==> src/sv/ftu_pkg.sv <==
// Shared types and constants for the texel format unpacker.
// Used by ftu_front, ftu_fifo, ftu_back and texel_format_unpacker; no dependencies.
package ftu_pkg;

  // Largest image side the position counters are sized for.
  localparam int unsigned MaxSideDefault = 1024;

  // Configuration port geometry.
  localparam int unsigned CfgIdxW  = 2;
  localparam int unsigned CfgDataW = 11;

  // Job queue between front and back.
  localparam int unsigned FifoDepth = 2;
  localparam int unsigned FifoPtrW  = 1;
  localparam int unsigned FifoLvlW  = 2;

  // Register indexes on the configuration port.
  typedef enum logic [CfgIdxW-1:0] {
    CFG_PIXEL_MODE    = 2'd0,
    CFG_IMAGE_WIDTH   = 2'd1,
    CFG_IMAGE_HEIGHT  = 2'd2,
    CFG_ROW_ALIGNMENT = 2'd3
  } cfg_index_e;

  // Source texel formats.
  typedef enum logic [2:0] {
    MODE_RGBA8    = 3'd0,
    MODE_BGRA8    = 3'd1,
    MODE_RGBA5551 = 3'd2,
    MODE_BGRA5551 = 3'd3,
    MODE_A8       = 3'd4
  } pixel_mode_e;

  // Configuration register contents as seen by the front end.
  typedef struct packed {
    logic [2:0]  mode;
    logic [10:0] width;
    logic [10:0] height;
    logic [3:0]  align;
  } cfg_regs_t;

  // One assembled texel waiting for format conversion.
  typedef struct packed {
    pixel_mode_e mode;
    logic [31:0] word;
    logic [19:0] index;
    logic        last;
  } texel_job_t;

  // Queue occupancy reported to the top level.
  typedef struct packed {
    logic                full;
    logic                empty;
    logic [FifoLvlW-1:0] level;
  } fifo_status_t;

endpackage

==> src/sv/ftu_front.sv <==
// Front end of the texel unpacker: byte intake, padding skip, texel assembly
// and position tracking. Depends on ftu_pkg.
module ftu_front #(
  parameter int unsigned MaxSide = ftu_pkg::MaxSideDefault
) (
  input  logic                  clk_i,
  input  logic                  rst_ni,
  input  ftu_pkg::cfg_regs_t    cfg_i,
  input  logic                  clear_i,
  input  logic                  in_valid_i,
  output logic                  in_ready_o,
  input  logic [7:0]            source_byte_i,
  output logic                  push_valid_o,
  input  logic                  push_ready_i,
  output ftu_pkg::texel_job_t   push_job_o
);

  localparam int unsigned SideW = $clog2(MaxSide + 1);

  logic [SideW-1:0] col_q, col_d;
  logic [SideW-1:0] row_q, row_d;
  logic [1:0]       phase_q, phase_d;
  logic [23:0]      held_q, held_d;
  logic [2:0]       rbo_q, rbo_d;
  logic [2:0]       pad_q, pad_d;
  logic [19:0]      base_q, base_d;

  logic [SideW-1:0] side_w, side_h;
  logic             active;
  logic [1:0]       last_phase;
  logic             completes;
  logic             accept;
  logic [2:0]       rbo_inc;
  logic [2:0]       align_mask;
  logic [SideW:0]   col_inc, row_inc;
  logic             row_end, img_end;
  logic [31:0]      word;

  // Clamp the sides to the counter range.
  always_comb begin
    if (32'(cfg_i.width) > MaxSide) side_w = SideW'(MaxSide);
    else side_w = SideW'(cfg_i.width);
    if (32'(cfg_i.height) > MaxSide) side_h = SideW'(MaxSide);
    else side_h = SideW'(cfg_i.height);
  end

  // Bytes per texel, expressed as the phase of the final byte.
  always_comb begin
    unique case (cfg_i.mode)
      ftu_pkg::MODE_RGBA8, ftu_pkg::MODE_BGRA8:       last_phase = 2'd3;
      ftu_pkg::MODE_RGBA5551, ftu_pkg::MODE_BGRA5551: last_phase = 2'd1;
      default:                                        last_phase = 2'd0;
    endcase
  end

  assign active    = (side_w != '0) && (side_h != '0) && (cfg_i.mode <= ftu_pkg::MODE_A8);
  assign completes = active && (pad_q == 3'd0) && (phase_q == last_phase);
  // A byte that finishes a texel needs room in the queue; others always go in.
  assign in_ready_o   = !completes || push_ready_i;
  assign accept       = in_valid_i && in_ready_o;
  assign push_valid_o = accept && completes;

  // Place the final byte above the held ones.
  always_comb begin
    unique case (last_phase)
      2'd3:    word = {source_byte_i, held_q};
      2'd1:    word = {16'd0, source_byte_i, held_q[7:0]};
      default: word = {24'd0, source_byte_i};
    endcase
  end

  assign rbo_inc = rbo_q + 3'd1;
  assign col_inc = {1'b0, col_q} + 1'b1;
  assign row_inc = {1'b0, row_q} + 1'b1;
  assign row_end = col_inc >= {1'b0, side_w};
  assign img_end = row_inc >= {1'b0, side_h};

  // Alignments other than 2, 4 and 8 add no padding.
  always_comb begin
    unique case (cfg_i.align)
      4'd2:    align_mask = 3'd1;
      4'd4:    align_mask = 3'd3;
      4'd8:    align_mask = 3'd7;
      default: align_mask = 3'd0;
    endcase
  end

  assign push_job_o.mode  = ftu_pkg::pixel_mode_e'(cfg_i.mode);
  assign push_job_o.word  = word;
  assign push_job_o.index = base_q + 20'(col_q);
  assign push_job_o.last  = row_end && img_end;

  // Position and assembly state update.
  always_comb begin
    col_d   = col_q;
    row_d   = row_q;
    phase_d = phase_q;
    held_d  = held_q;
    rbo_d   = rbo_q;
    pad_d   = pad_q;
    base_d  = base_q;
    if (clear_i) begin
      col_d   = '0;
      row_d   = '0;
      phase_d = '0;
      held_d  = '0;
      rbo_d   = '0;
      pad_d   = '0;
      base_d  = '0;
    end else if (accept && active) begin
      if (pad_q != 3'd0) begin
        pad_d = pad_q - 3'd1;
      end else if (!completes) begin
        rbo_d   = rbo_inc;
        held_d  = held_q | (24'(source_byte_i) << {phase_q, 3'b000});
        phase_d = phase_q + 2'd1;
      end else begin
        rbo_d   = rbo_inc;
        phase_d = '0;
        held_d  = '0;
        col_d   = col_inc[SideW-1:0];
        if (row_end) begin
          col_d = '0;
          rbo_d = '0;
          pad_d = (3'd0 - rbo_inc) & align_mask;
          if (img_end) begin
            row_d  = '0;
            base_d = '0;
          end else begin
            row_d  = row_inc[SideW-1:0];
            base_d = base_q + 20'(side_w);
          end
        end
      end
    end
  end

  always_ff @(posedge clk_i or negedge rst_ni) begin
    if (!rst_ni) begin
      col_q   <= '0;
      row_q   <= '0;
      phase_q <= '0;
      held_q  <= '0;
      rbo_q   <= '0;
      pad_q   <= '0;
      base_q  <= '0;
    end else begin
      col_q   <= col_d;
      row_q   <= row_d;
      phase_q <= phase_d;
      held_q  <= held_d;
      rbo_q   <= rbo_d;
      pad_q   <= pad_d;
      base_q  <= base_d;
    end
  end

endmodule

==> src/sv/ftu_fifo.sv <==
// Two-entry job queue that decouples the unpacker front end from the back end.
// Depends on ftu_pkg.
module ftu_fifo (
  input  logic                   clk_i,
  input  logic                   rst_ni,
  input  logic                   push_valid_i,
  output logic                   push_ready_o,
  input  ftu_pkg::texel_job_t    push_job_i,
  output logic                   pop_valid_o,
  input  logic                   pop_ready_i,
  output ftu_pkg::texel_job_t    pop_job_o,
  output ftu_pkg::fifo_status_t  status_o
);

  ftu_pkg::texel_job_t mem_q [ftu_pkg::FifoDepth];

  logic [ftu_pkg::FifoPtrW-1:0] wr_ptr_q, wr_ptr_d;
  logic [ftu_pkg::FifoPtrW-1:0] rd_ptr_q, rd_ptr_d;
  logic [ftu_pkg::FifoLvlW-1:0] level_q, level_d;
  logic                         do_push, do_pop;

  assign push_ready_o = level_q != ftu_pkg::FifoLvlW'(ftu_pkg::FifoDepth);
  assign pop_valid_o  = level_q != '0;
  assign do_push      = push_valid_i && push_ready_o;
  assign do_pop       = pop_valid_o && pop_ready_i;
  assign pop_job_o    = mem_q[rd_ptr_q];

  assign status_o.full  = !push_ready_o;
  assign status_o.empty = !pop_valid_o;
  assign status_o.level = level_q;

  // Pointer and occupancy bookkeeping.
  always_comb begin
    wr_ptr_d = wr_ptr_q;
    rd_ptr_d = rd_ptr_q;
    level_d  = level_q;
    if (do_push) wr_ptr_d = wr_ptr_q + 1'b1;
    if (do_pop)  rd_ptr_d = rd_ptr_q + 1'b1;
    if (do_push && !do_pop) level_d = level_q + 1'b1;
    else if (do_pop && !do_push) level_d = level_q - 1'b1;
  end

  always_ff @(posedge clk_i or negedge rst_ni) begin
    if (!rst_ni) begin
      wr_ptr_q <= '0;
      rd_ptr_q <= '0;
      level_q  <= '0;
    end else begin
      wr_ptr_q <= wr_ptr_d;
      rd_ptr_q <= rd_ptr_d;
      level_q  <= level_d;
    end
  end

  // Entry storage carries payload only.
  always_ff @(posedge clk_i) begin
    if (do_push) begin
      mem_q[wr_ptr_q] <= push_job_i;
    end
  end

endmodule

==> src/sv/ftu_back.sv <==
// Back end of the texel unpacker: format conversion and the result register.
// Depends on ftu_pkg.
module ftu_back (
  input  logic                 clk_i,
  input  logic                 rst_ni,
  input  logic                 pop_valid_i,
  output logic                 pop_ready_o,
  input  ftu_pkg::texel_job_t  pop_job_i,
  output logic                 out_valid_o,
  input  logic                 out_ready_i,
  output logic [19:0]          texel_index_o,
  output logic [7:0]           out_red_o,
  output logic [7:0]           out_green_o,
  output logic [7:0]           out_blue_o,
  output logic [7:0]           out_alpha_o,
  output logic                 last_texel_o
);

  // floor(v * 255 / 31) for every 5-bit channel value.
  localparam logic [7:0] Widen5Lut [32] = '{
    8'd0,   8'd8,   8'd16,  8'd24,  8'd32,  8'd41,  8'd49,  8'd57,
    8'd65,  8'd74,  8'd82,  8'd90,  8'd98,  8'd106, 8'd115, 8'd123,
    8'd131, 8'd139, 8'd148, 8'd156, 8'd164, 8'd172, 8'd180, 8'd189,
    8'd197, 8'd205, 8'd213, 8'd222, 8'd230, 8'd238, 8'd246, 8'd255
  };

  logic        valid_q, valid_d;
  logic [19:0] index_q;
  logic [7:0]  px0_q, px1_q, px2_q, px3_q;
  logic        last_q;

  logic [7:0]  px0, px1, px2, px3;
  logic [7:0]  r5, g5, b5, a1;
  logic [31:0] t;
  logic        load;

  assign t  = pop_job_i.word;
  assign r5 = Widen5Lut[t[15:11]];
  assign g5 = Widen5Lut[t[10:6]];
  assign b5 = Widen5Lut[t[5:1]];
  assign a1 = {8{t[0]}};

  // Map the assembled word to the four texel bytes.
  always_comb begin
    unique case (pop_job_i.mode)
      ftu_pkg::MODE_RGBA8: begin
        px0 = t[7:0];   px1 = t[15:8];  px2 = t[23:16]; px3 = t[31:24];
      end
      ftu_pkg::MODE_BGRA8: begin
        px0 = t[31:24]; px1 = t[23:16]; px2 = t[15:8];  px3 = t[7:0];
      end
      ftu_pkg::MODE_RGBA5551: begin
        px0 = r5; px1 = g5; px2 = b5; px3 = a1;
      end
      ftu_pkg::MODE_BGRA5551: begin
        px0 = a1; px1 = b5; px2 = g5; px3 = r5;
      end
      default: begin
        px0 = 8'd0; px1 = 8'd0; px2 = 8'd0; px3 = t[7:0];
      end
    endcase
  end

  // The result register refills whenever it is empty or being drained.
  assign pop_ready_o = !valid_q || out_ready_i;
  assign load        = pop_valid_i && pop_ready_o;

  always_comb begin
    valid_d = valid_q;
    if (load) valid_d = 1'b1;
    else if (out_ready_i) valid_d = 1'b0;
  end

  always_ff @(posedge clk_i or negedge rst_ni) begin
    if (!rst_ni) begin
      valid_q <= 1'b0;
    end else begin
      valid_q <= valid_d;
    end
  end

  always_ff @(posedge clk_i) begin
    if (load) begin
      index_q <= pop_job_i.index;
      px0_q   <= px0;
      px1_q   <= px1;
      px2_q   <= px2;
      px3_q   <= px3;
      last_q  <= pop_job_i.last;
    end
  end

  assign out_valid_o   = valid_q;
  assign texel_index_o = index_q;
  assign out_red_o     = px0_q;
  assign out_green_o   = px1_q;
  assign out_blue_o    = px2_q;
  assign out_alpha_o   = px3_q;
  assign last_texel_o  = last_q;

endmodule

==> src/sv/texel_format_unpacker.sv <==
// Top level of the texel format unpacker: configuration registers, front end,
// job queue and back end. Depends on ftu_pkg, ftu_front, ftu_fifo and ftu_back.
//
//   Channel   Direction  Handshake                Payload
//   cfg       in         cfg_we_i                 cfg_index_i, cfg_data_i
//   in        in         in_valid_i / in_ready_o  source_byte_i
//   out       out        out_valid_o / out_ready_i texel_index_o, out_*_o, last_texel_o
//
// One source byte is taken per cycle while the input does not stall; a texel takes four, two or one
// bytes by mode, plus any row padding; a texel leaves at most once per cycle.
// A texel's result passes through the queue entry, written when its final byte is accepted,
// and then the result register, which loads once that register is empty or being drained.
// Reset loads mode RGBA8, zero sides and alignment 4; a register write restarts the image.
// The input stalls only on a byte that completes a texel while the queue is full.
module texel_format_unpacker #(
  parameter int unsigned MaxSide = ftu_pkg::MaxSideDefault
) (
  input  logic                         clk_i,
  input  logic                         rst_ni,
  input  logic                         cfg_we_i,
  input  logic [ftu_pkg::CfgIdxW-1:0]  cfg_index_i,
  input  logic [ftu_pkg::CfgDataW-1:0] cfg_data_i,
  input  logic                         in_valid_i,
  output logic                         in_ready_o,
  input  logic [7:0]                   source_byte_i,
  output logic                         out_valid_o,
  input  logic                         out_ready_i,
  output logic [19:0]                  texel_index_o,
  output logic [7:0]                   out_red_o,
  output logic [7:0]                   out_green_o,
  output logic [7:0]                   out_blue_o,
  output logic [7:0]                   out_alpha_o,
  output logic                         last_texel_o
);

  ftu_pkg::cfg_regs_t    cfg_q, cfg_d;
  ftu_pkg::texel_job_t   push_job, pop_job;
  ftu_pkg::fifo_status_t fifo_status;
  logic                  push_valid, push_ready;
  logic                  pop_valid, pop_ready;

  // Configuration register writes.
  always_comb begin
    cfg_d = cfg_q;
    if (cfg_we_i) begin
      unique case (ftu_pkg::cfg_index_e'(cfg_index_i))
        ftu_pkg::CFG_PIXEL_MODE:    cfg_d.mode   = cfg_data_i[2:0];
        ftu_pkg::CFG_IMAGE_WIDTH:   cfg_d.width  = cfg_data_i[10:0];
        ftu_pkg::CFG_IMAGE_HEIGHT:  cfg_d.height = cfg_data_i[10:0];
        default:                    cfg_d.align  = cfg_data_i[3:0];
      endcase
    end
  end

  always_ff @(posedge clk_i or negedge rst_ni) begin
    if (!rst_ni) begin
      cfg_q.mode   <= ftu_pkg::MODE_RGBA8;
      cfg_q.width  <= '0;
      cfg_q.height <= '0;
      cfg_q.align  <= 4'd4;
    end else begin
      cfg_q <= cfg_d;
    end
  end

  ftu_front #(
    .MaxSide(MaxSide)
  ) u_front (
    .clk_i        (clk_i),
    .rst_ni       (rst_ni),
    .cfg_i        (cfg_q),
    .clear_i      (cfg_we_i),
    .in_valid_i   (in_valid_i),
    .in_ready_o   (in_ready_o),
    .source_byte_i(source_byte_i),
    .push_valid_o (push_valid),
    .push_ready_i (push_ready),
    .push_job_o   (push_job)
  );

  ftu_fifo u_fifo (
    .clk_i       (clk_i),
    .rst_ni      (rst_ni),
    .push_valid_i(push_valid),
    .push_ready_o(push_ready),
    .push_job_i  (push_job),
    .pop_valid_o (pop_valid),
    .pop_ready_i (pop_ready),
    .pop_job_o   (pop_job),
    .status_o    (fifo_status)
  );

  ftu_back u_back (
    .clk_i        (clk_i),
    .rst_ni       (rst_ni),
    .pop_valid_i  (pop_valid),
    .pop_ready_o  (pop_ready),
    .pop_job_i    (pop_job),
    .out_valid_o  (out_valid_o),
    .out_ready_i  (out_ready_i),
    .texel_index_o(texel_index_o),
    .out_red_o    (out_red_o),
    .out_green_o  (out_green_o),
    .out_blue_o   (out_blue_o),
    .out_alpha_o  (out_alpha_o),
    .last_texel_o (last_texel_o)
  );

`ifndef SYNTHESIS
  // The front end never pushes into a full queue.
  assert property (@(posedge clk_i) disable iff (!rst_ni)
    push_valid |-> !fifo_status.full)
    else $error("job pushed into a full queue");

  // The queue never holds more entries than it has.
  assert property (@(posedge clk_i) disable iff (!rst_ni)
    fifo_status.level <= ftu_pkg::FifoLvlW'(ftu_pkg::FifoDepth))
    else $error("queue level out of range");

  // With an empty image configured, bytes are always taken and dropped.
  assert property (@(posedge clk_i) disable iff (!rst_ni)
    (cfg_q.width == '0 || cfg_q.height == '0) |-> (in_ready_o && !push_valid))
    else $error("empty image stalled input or produced a texel");

  // An empty queue with nothing pushed leaves the result register unloaded.
  assert property (@(posedge clk_i) disable iff (!rst_ni)
    (fifo_status.empty && !out_valid_o) |=> !out_valid_o)
    else $error("result appeared without a queued job");
`endif

endmodule
==> config.mk <==
export PLATFORM = sky130hd
export DESIGN_NAME = texel_format_unpacker
export DESIGN_NICKNAME = d
export VERILOG_FILES = /design/src/sv/ftu_pkg.sv /design/src/sv/ftu_front.sv /design/src/sv/ftu_fifo.sv /design/src/sv/ftu_back.sv /design/src/sv/texel_format_unpacker.sv
export SDC_FILE = /design/constraint.sdc
export NUM_CORES = 1
export LEC_CHECK = 0
export BUFFER_PORTS_ARGS = -buffer_cell sky130_fd_sc_hd__buf_2
export CAP_MARGIN = 20
export CORE_MARGIN = 2
export CORE_UTILIZATION = 40
export CTS_BUF_LIST = sky130_fd_sc_hd__clkbuf_8
export DETAILED_ROUTE_END_ITERATION = 12
export SLEW_MARGIN = 15
export SYNTH_ARGS = -nofsm -noshare
export SYNTH_HDL_FRONTEND = slang
export SYNTH_SLANG_ARGS = --single-unit
==> constraint.sdc <==
create_clock -name clk_i -period 11.8 [get_ports clk_i]
set_input_delay 2.36 -clock clk_i [delete_from_list [all_inputs] [get_ports clk_i]]
set_output_delay 2.36 -clock clk_i [all_outputs]
set_load 0.02 [all_outputs]
Yosys cells after proc, flatten, opt, wreduce, memory -nomap -nowiden

Memory sizes are Yosys's and may differ from the RTL's.
Index checks and enable logic that the tools add are counted.

RAM bits: 112
Register bits: 161
Logic and storage cells: 168
Memories kept: 4
Memory bits (read-only): 768
Output and inout port bits: 55

Memory list:

| memory          | words | bits a word | rd ports | clocked after memory_dff | write ports | line           | text |
|---|---|---|---|---|---|---|---|
| (no name shown) | 32    | 8           | 1        | 0                        | 0           | ftu_back.sv:38 | `assign r5 = Widen5Lut[t[15:11]];` |
| (no name shown) | 32    | 8           | 1        | 0                        | 0           | ftu_back.sv:39 | `assign g5 = Widen5Lut[t[10:6]];` |
| (no name shown) | 32    | 8           | 1        | 0                        | 0           | ftu_back.sv:40 | `assign b5 = Widen5Lut[t[5:1]];` |
| u_fifo.mem_q    | 2     | 56          | 1        | 0                        | 1           | ftu_fifo.sv:15 | `ftu_pkg::texel_job_t mem_q [ftu_pkg::FifoDepth];` |

$add $sub $neg: 12
Bitwise gates (word level): 6
Reductions and logical operators: 44
Magnitude comparators: 8
Multiplexer cells: 56
Equal/unequal tests: 16
Shift-type cells: 1

Operators by type and width:

| operator                | count |
|---|---|
| $mux W11                | 13 |
| $mux W20                | 6 |
| $mux W24                | 4 |
| $pmux W8 S4             | 3 |
| $pmux W32 S2            | 1 |
| $mux W8                 | 6 |
| $add A20 B11 Y20        | 2 |
| $mux W3                 | 10 |
| $add A11 B1 Y12 const B | 2 |
| $ge A12 B11 Y1          | 2 |
| $or A24 B24 Y24         | 1 |
| $pmux W8 S3             | 1 |
| $shl A8 B5 Y24          | 1 |
| $gt A11 B11 Y1 const B  | 2 |
| $reduce_bool A11 Y1     | 2 |
| $ge A6 B6 Y1 const B    | 3 |
| $not A5 Y6              | 3 |
| $eq A3 B2 Y1 const B    | 4 |
| $logic_and A1 B1 Y1     | 12 |
| $mux W2                 | 6 |
| $reduce_bool A2 Y1      | 6 |
| $reduce_and A2 Y1       | 5 |
| $logic_not A3 Y1        | 3 |
| $pmux W3 S3             | 1 |
| 27 further kinds        | 44 |

Logic depth before layout (Yosys ltp)

Depth in word-level cells: 16
Gate-level depth with buffers: 15
Gate-level depth less buffers: 14

Modules after synthesis

A second synthesis with hierarchy kept.

Cells, all modules: 1170
Area total of the unflattened synthesis: 14222.4 um2

Modules (own cells, without submodules):

| module                | area an instance (um2) | times used | cells each | seq. area each (um2) |
|---|---|---|---|---|
| ftu_front             | 5796.8                 | 1          | 692        | 1851.8 |
| ftu_fifo              | 4362.9                 | 1          | 194        | 3463.3 |
| ftu_back              | 2879.0                 | 1          | 220        | 1616.6 |
| texel_format_unpacker | 1183.6                 | 1          | 64         | 726.9 |

Least setup slack after synthesis

OpenSTA, ideal clock, no wires.

Path kind: input to register
From: input in_valid_i
To: memory u_fifo.mem_q[0][0] (netlist name) (enable)
Stages on the path: 2
Setup slack: 6.247 ns
Buffers on the path: 0
Data arrival time: 5.076 ns
Path through: and3_1 > nor2b_1

Word-level cells in the longest chain between the ends: 5

Ends and longest elaborated chain:

| element                       | line                        | text |
|---|---|---|
| start, declared               | texel_format_unpacker.sv:23 | `input logic in_valid_i,` |
| $logic_and A1 B1 Y1           | ftu_front.sv:60             | `assign accept = in_valid_i && in_ready_o;` |
| $logic_and A1 B1 Y1           | ftu_front.sv:61             | `assign push_valid_o = accept && completes;` |
| $logic_and A1 B1 Y1           | ftu_fifo.sv:24              | `assign do_push = push_valid_i && push_ready_o;` |
| $mux W1                       | ftu_fifo.sv:57              | `if (do_push) begin` |
| $mux W1 (implied by the code) | ftu_fifo.sv:58              | `mem_q[wr_ptr_q] <= push_job_i;` |
| end, declared                 | ftu_fifo.sv:15              |  |

No other way between the ends.

Final worst setup path

From: register cfg_q[28] (netlist name)
To: output in_ready_o

Word-level cells in the longest chain between the ends: 7
Elaborated cells on any way between the ends: 14

Ends and longest elaborated chain:

| element                                    | line                        | text |
|---|---|---|
| start, declared                            | texel_format_unpacker.sv:36 | `ftu_pkg::cfg_regs_t cfg_q, cfg_d;` |
| start signal, assigned                     | texel_format_unpacker.sv:62 | `cfg_q <= cfg_d;` |
| $eq A3 B2 Y1, or another cell as far along | ftu_front.sv:49             | `unique case (cfg_i.mode)` |
| $reduce_or A2 Y1                           | ftu_front.sv:49             |  |
| $pmux W2 S2                                | ftu_front.sv:49             |  |
| $eq A2 B2 Y1                               | ftu_front.sv:57             | `assign completes = active && (pad_q == 3'd0) && (phase_q == last_phase);` |
| $logic_and A1 B1 Y1 (*)                    | ftu_front.sv:57             |  |
| $logic_not A1 Y1 (*)                       | ftu_front.sv:59             | `assign in_ready_o = !completes \|\| push_ready_i;` |
| $logic_or A1 B1 Y1 (*)                     | ftu_front.sv:59             |  |
| end, declared                              | texel_format_unpacker.sv:24 | `output logic in_ready_o,` |

Mark *: on every way between the ends. The rest lies on a longest branch, timed or not.

==> summary.md <==
| Metric | Value |
|---|---|
| Total GRT Usage | 17.5% |
| Post-synthesis register bit count | 273 |
| Critical path startpoint category | register |
| Adder-cell share of the synthesized area | 4.87% |
| Area leader, netlist | edfxtp_1 |
| Starting Density | 40.5% |
| M1 GR Usage | 26.3% |
| WHS Path Cells | 2 |
| DRC | 0 |
| WP data arrival | 2.58 ns |
| Grt met3 use | 3.13% |
| Cell area power density | 209 nW/um^2 |
| Core ar. | 34400 sq um |
| Crit path time final | 4.94 ns |
| GR Util met2 | 25.8% |
| Area growth from synthesis to layout | 13.0% |
| Worst R2R Start | u_front.row_q[0] |
| Gpl congestion | 0.871 |
| Worst slew pin tran | 0.968 ns |
| IO Count | 81 |
| Worst skew pair latency | 0.59 ns |
| Final slew viol count | 0 |
| Seq. cell area | 7660 sq um |
| R2R Setup Slk | 7.96 ns |
| Hold_sp | u_front.held_q[18] |
| Min-delay worst type | reg2reg |
| Share of layout cells above drive strength 1 | 20.9% |
| Comb pwr share | 32.6% |
| Outcome | complete, no violations |
| DP Worst Slack | 7.43 ns |
| Design area | 15700 sq um |
| Largest family of logic cells by synthesized area | compound AO/OA/AOI/OAI gates |
| Synth Area in Compound Gates | 13.3% |
| Hold_buf cts | 0 |
| Synth Warn # | 0 |
| H-tree lvl count | 2 |
| Post-synthesis sequential area ratio | 55.0% |
| DRT iter0 DRCs | 637 |
| Clock transition at path regs | 0.06 ns |
| Row count | 68 |
| Register-to-Register Path Depth | 12 |
| Synth top area cells | edfxtp_1 36%, dfrtp_1 19%, mux2_2 6.8%, ha_1 4.6%, nand2_1 2.5% |
| Crit-path max FO | 23 |
| Sw Ratio | 35.3% |
| Largest net degree at the start of global routing | 66 |
| Max-cap violations | 0 |
| Unrepaired setup endpoints after global routing | no |
| Static Leak | 6.39 nW |
| Vias in the first global route | 9304 |
| Post-Syn Nets | 1266 |
| Post-DRT Antenna Nets | 0 |
| Die Width | 191 um |
| Final std cells w/o fill | 1773 |
| GR peak layer | met1 |
| Switching Power | 1.16 mW |
| Final Cycle Share | 41.9% |
| Post-Syn Area per Cell | 11.7 sq um |
| Number of flops mapped to enable cells by yosys | 165 |
| Layout net count | 1360 |
| Clk sinks | 273 |
| Die height | 191 um |
| Synth async-reset ratio | 39.6% |
| Hold slack | 0.488 ns |
| TritonRoute pass-1 iters | 5 |
| Clock share of power | 25.9% |
| Endpoint, Worst Hold | u_front.held_q[18] |
| Global-route wire length before repair | 50.4 mm |
| Utilization of the core after routing | 45.8% |
| Root Driver | clkbuf_8 |
| Mapped cell area | 13900 sq um |
| Int Power | 2.13 mW |
| Total CTS buffers | 47 |
| Seq pwr share | 41.5% |
| Crit end category | output pin |
| Placed cell area | 14800 sq um |
| Mux cell area share after synthesis | 9.16% |
| DR WL/cell | 17.6 um |
| Die area | 36300 sq um |
| Xor and xnor fraction of the mapped netlist area | 2.89% |
| Final setup violating endpoints | 0 |
| Final TNS setup | 0 ns |
| Post-cts sizing count | 0 |
| Layout Skew | 0.0401 ns |
| Wirelength, routed | 31.2 mm |
| Multi-input logic area | 5880 sq um |
| Max Clk Rate | 0.202 GHz |
| Post-Synthesis Cells | 1187 |
| Worst setup margin | 6.86 ns |
| Max clock buf depth | 3 |
| Rel. slew slack | 35.2% |
| DPL Wire Length | 21.3 mm |
| Post-CTS setup buffers | 0 |
| CP Class | reg2out |
| Library cells used by synthesis | 74 |
| Port Buffers | 80 |
| Post-DR vias/cell | 5.38 |
| Vias | 9537 |
| CTS tree | yes |
| Fillers | 3212 |
| Max IR drop VDD | 0.000101 V |
| Synth top area share | 35.6% |
| Ys flop type | edfxtp_1 |
| WP data required | 9.44 ns |
| R2r endpoint | u_front.row_q[7] |
| Post-placement cell count | 1685 |
| Number of antenna violations at the first check in global routing | 1 |
| Total grt overflow | 0 |
| Post-Synth Simple-Gate Area | 12.0% |
| Final Hold Viols | 0 |
| Power Total | 3.29 mW |
sequential cells by signal (all words and copies together), names as in the netlist, 3 cells and up:
| register | count |
|---|---|
| u_back.texel_index_o | 20 |
| u_front.pad_q | 3 |
| u_back.out_blue_o | 8 |
| cfg_q | 29 |
| u_front.held_q | 24 |
| u_back.out_green_o | 8 |
| u_front.rbo_q | 3 |
| u_fifo.mem_q | 112 |
| u_front.row_q | 11 |
| u_front.base_q | 20 |
| u_back.out_alpha_o | 8 |
| u_front.col_q | 11 |
| u_back.out_red_o | 8 |
synth_stat cells, types with 5 or more instances:
| library cell | number |
|---|---|
| a311oi_1 | 5 |
| and2_1 | 20 |
| nand4_1 | 9 |
| xor2_1 | 22 |
| nand2b_1 | 13 |
| or4_1 | 5 |
| ha_1 | 51 |
| a221oi_1 | 7 |
| clkbuf_1 | 22 |
| buf_2 | 16 |
| o21ai_1 | 7 |
| o31ai_1 | 10 |
| a21oi_1 | 68 |
| a22oi_1 | 9 |
| edfxtp_1 | 165 |
| xnor2_1 | 24 |
| nor2_1 | 87 |
| o211ai_1 | 16 |
| or2_2 | 5 |
| mux2_2 | 84 |
| nand3_1 | 31 |
| and3_1 | 9 |
| mux2i_1 | 33 |
| dfrtp_1 | 107 |
| a211oi_1 | 13 |
| o221ai_1 | 12 |
| o2111ai_1 | 5 |
| nor3_1 | 28 |
| nor2b_1 | 8 |
| nor4_1 | 11 |
| a31oi_1 | 8 |
| inv_1 | 43 |
| o21ai_0 | 63 |
| a21o_1 | 10 |
| nand2_1 | 93 |
cell type report:
cell class / instances / share of cell area [%]
multi-input combinational: 824 / 37.4
clock buffer: 56 / 4.90
tap: 455 / 3.62
inverter: 43 / 1.03
antenna: 1 / 0.0159
clock inverter: 29 / 1.07
timing repair buffer: 92 / 3.32
sequential: 273 / 48.7
routing by layer:
metal	part of all wire [%]	routed length, um
met5	0	0
met4	2.0	612
met3	5.2	1630
met2	43	13500
met1	50	15500
critical path, stage by stage, from the launching register on:
cell and delay [ns]:
dfrtp_1 0.87, nor2b_2 0.32, a32oi_4 0.19, or3_1 0.46, buf_2 0.18
worst max-delay path by stage:
stage | start | to | slack (ns)
after floorplan | in_valid_i | u_fifo.mem_q[0][0] | 6.25
after global placement | cfg_q[28] | in_ready_o | 7.46
after detailed placement | cfg_q[28] | in_ready_o | 7.43
after CTS | cfg_q[28] | in_ready_o | 6.81
after global routing | cfg_q[28] | in_ready_o | 6.72
final | cfg_q[28] | in_ready_o | 6.86
cell families (layout without fill, tap and decap cells):
family | count (synthesis) | in the layout
compound gates | 270 | 270
xor+xnor | 46 | 46
fa+ha+maj | 53 | 53
buf+inv | 90 | 220
flops | 273 | 273
mux | 117 | 117
other cells | 0 | 1
simple gates | 338 | 338
cell usage in the layout (no fill, tap or decap), types with 5 or more instances in the layout:
master / synthesis / layout
o31ai_1: 10 / 10
xor2_1: 22 / 22
nand4_1: 9 / 9
a31oi_1: 8 / 8
mux2i_1: 33 / 33
nor3_1: 28 / 28
nor4_1: 11 / 11
a21oi_1: 68 / 68
o21ai_0: 63 / 63
edfxtp_1: 165 / 165
a311oi_1: 5 / 5
o211ai_1: 16 / 16
or4_1: 5 / 5
clkinv_2: 0 / 6
nor2_1: 87 / 87
and3_1: 9 / 9
o2111ai_1: 5 / 5
nand2_1: 93 / 93
inv_1: 43 / 62
nor2b_1: 8 / 7
nand2b_1: 13 / 13
nand3_1: 31 / 31
mux2_2: 84 / 84
a221oi_1: 7 / 7
and2_1: 20 / 19
a211oi_1: 13 / 13
xnor2_1: 24 / 24
dfrtp_1: 107 / 106
o21ai_1: 7 / 7
clkbuf_8: 0 / 56
buf_2: 16 / 79
o221ai_1: 12 / 12
buf_4: 2 / 10
a21o_1: 10 / 10
or2_2: 5 / 5
a22oi_1: 9 / 9
ha_1: 51 / 51
power groups by stage:
stage	Sequential [mW]	Combinational (mW)	Clock [mW]
6_report	1.36	1.07	0.852
5_1_grt	1.39	1.18	0.927
4_1_cts	1.37	1.07	0.880
3_5_place_dp	1.39	1.06	0
3_3_place_gp	1.38	1.05	0
2_1_floorplan	1.46	0.686	0
No activity file was read; power rests on OpenSTA's default activity.
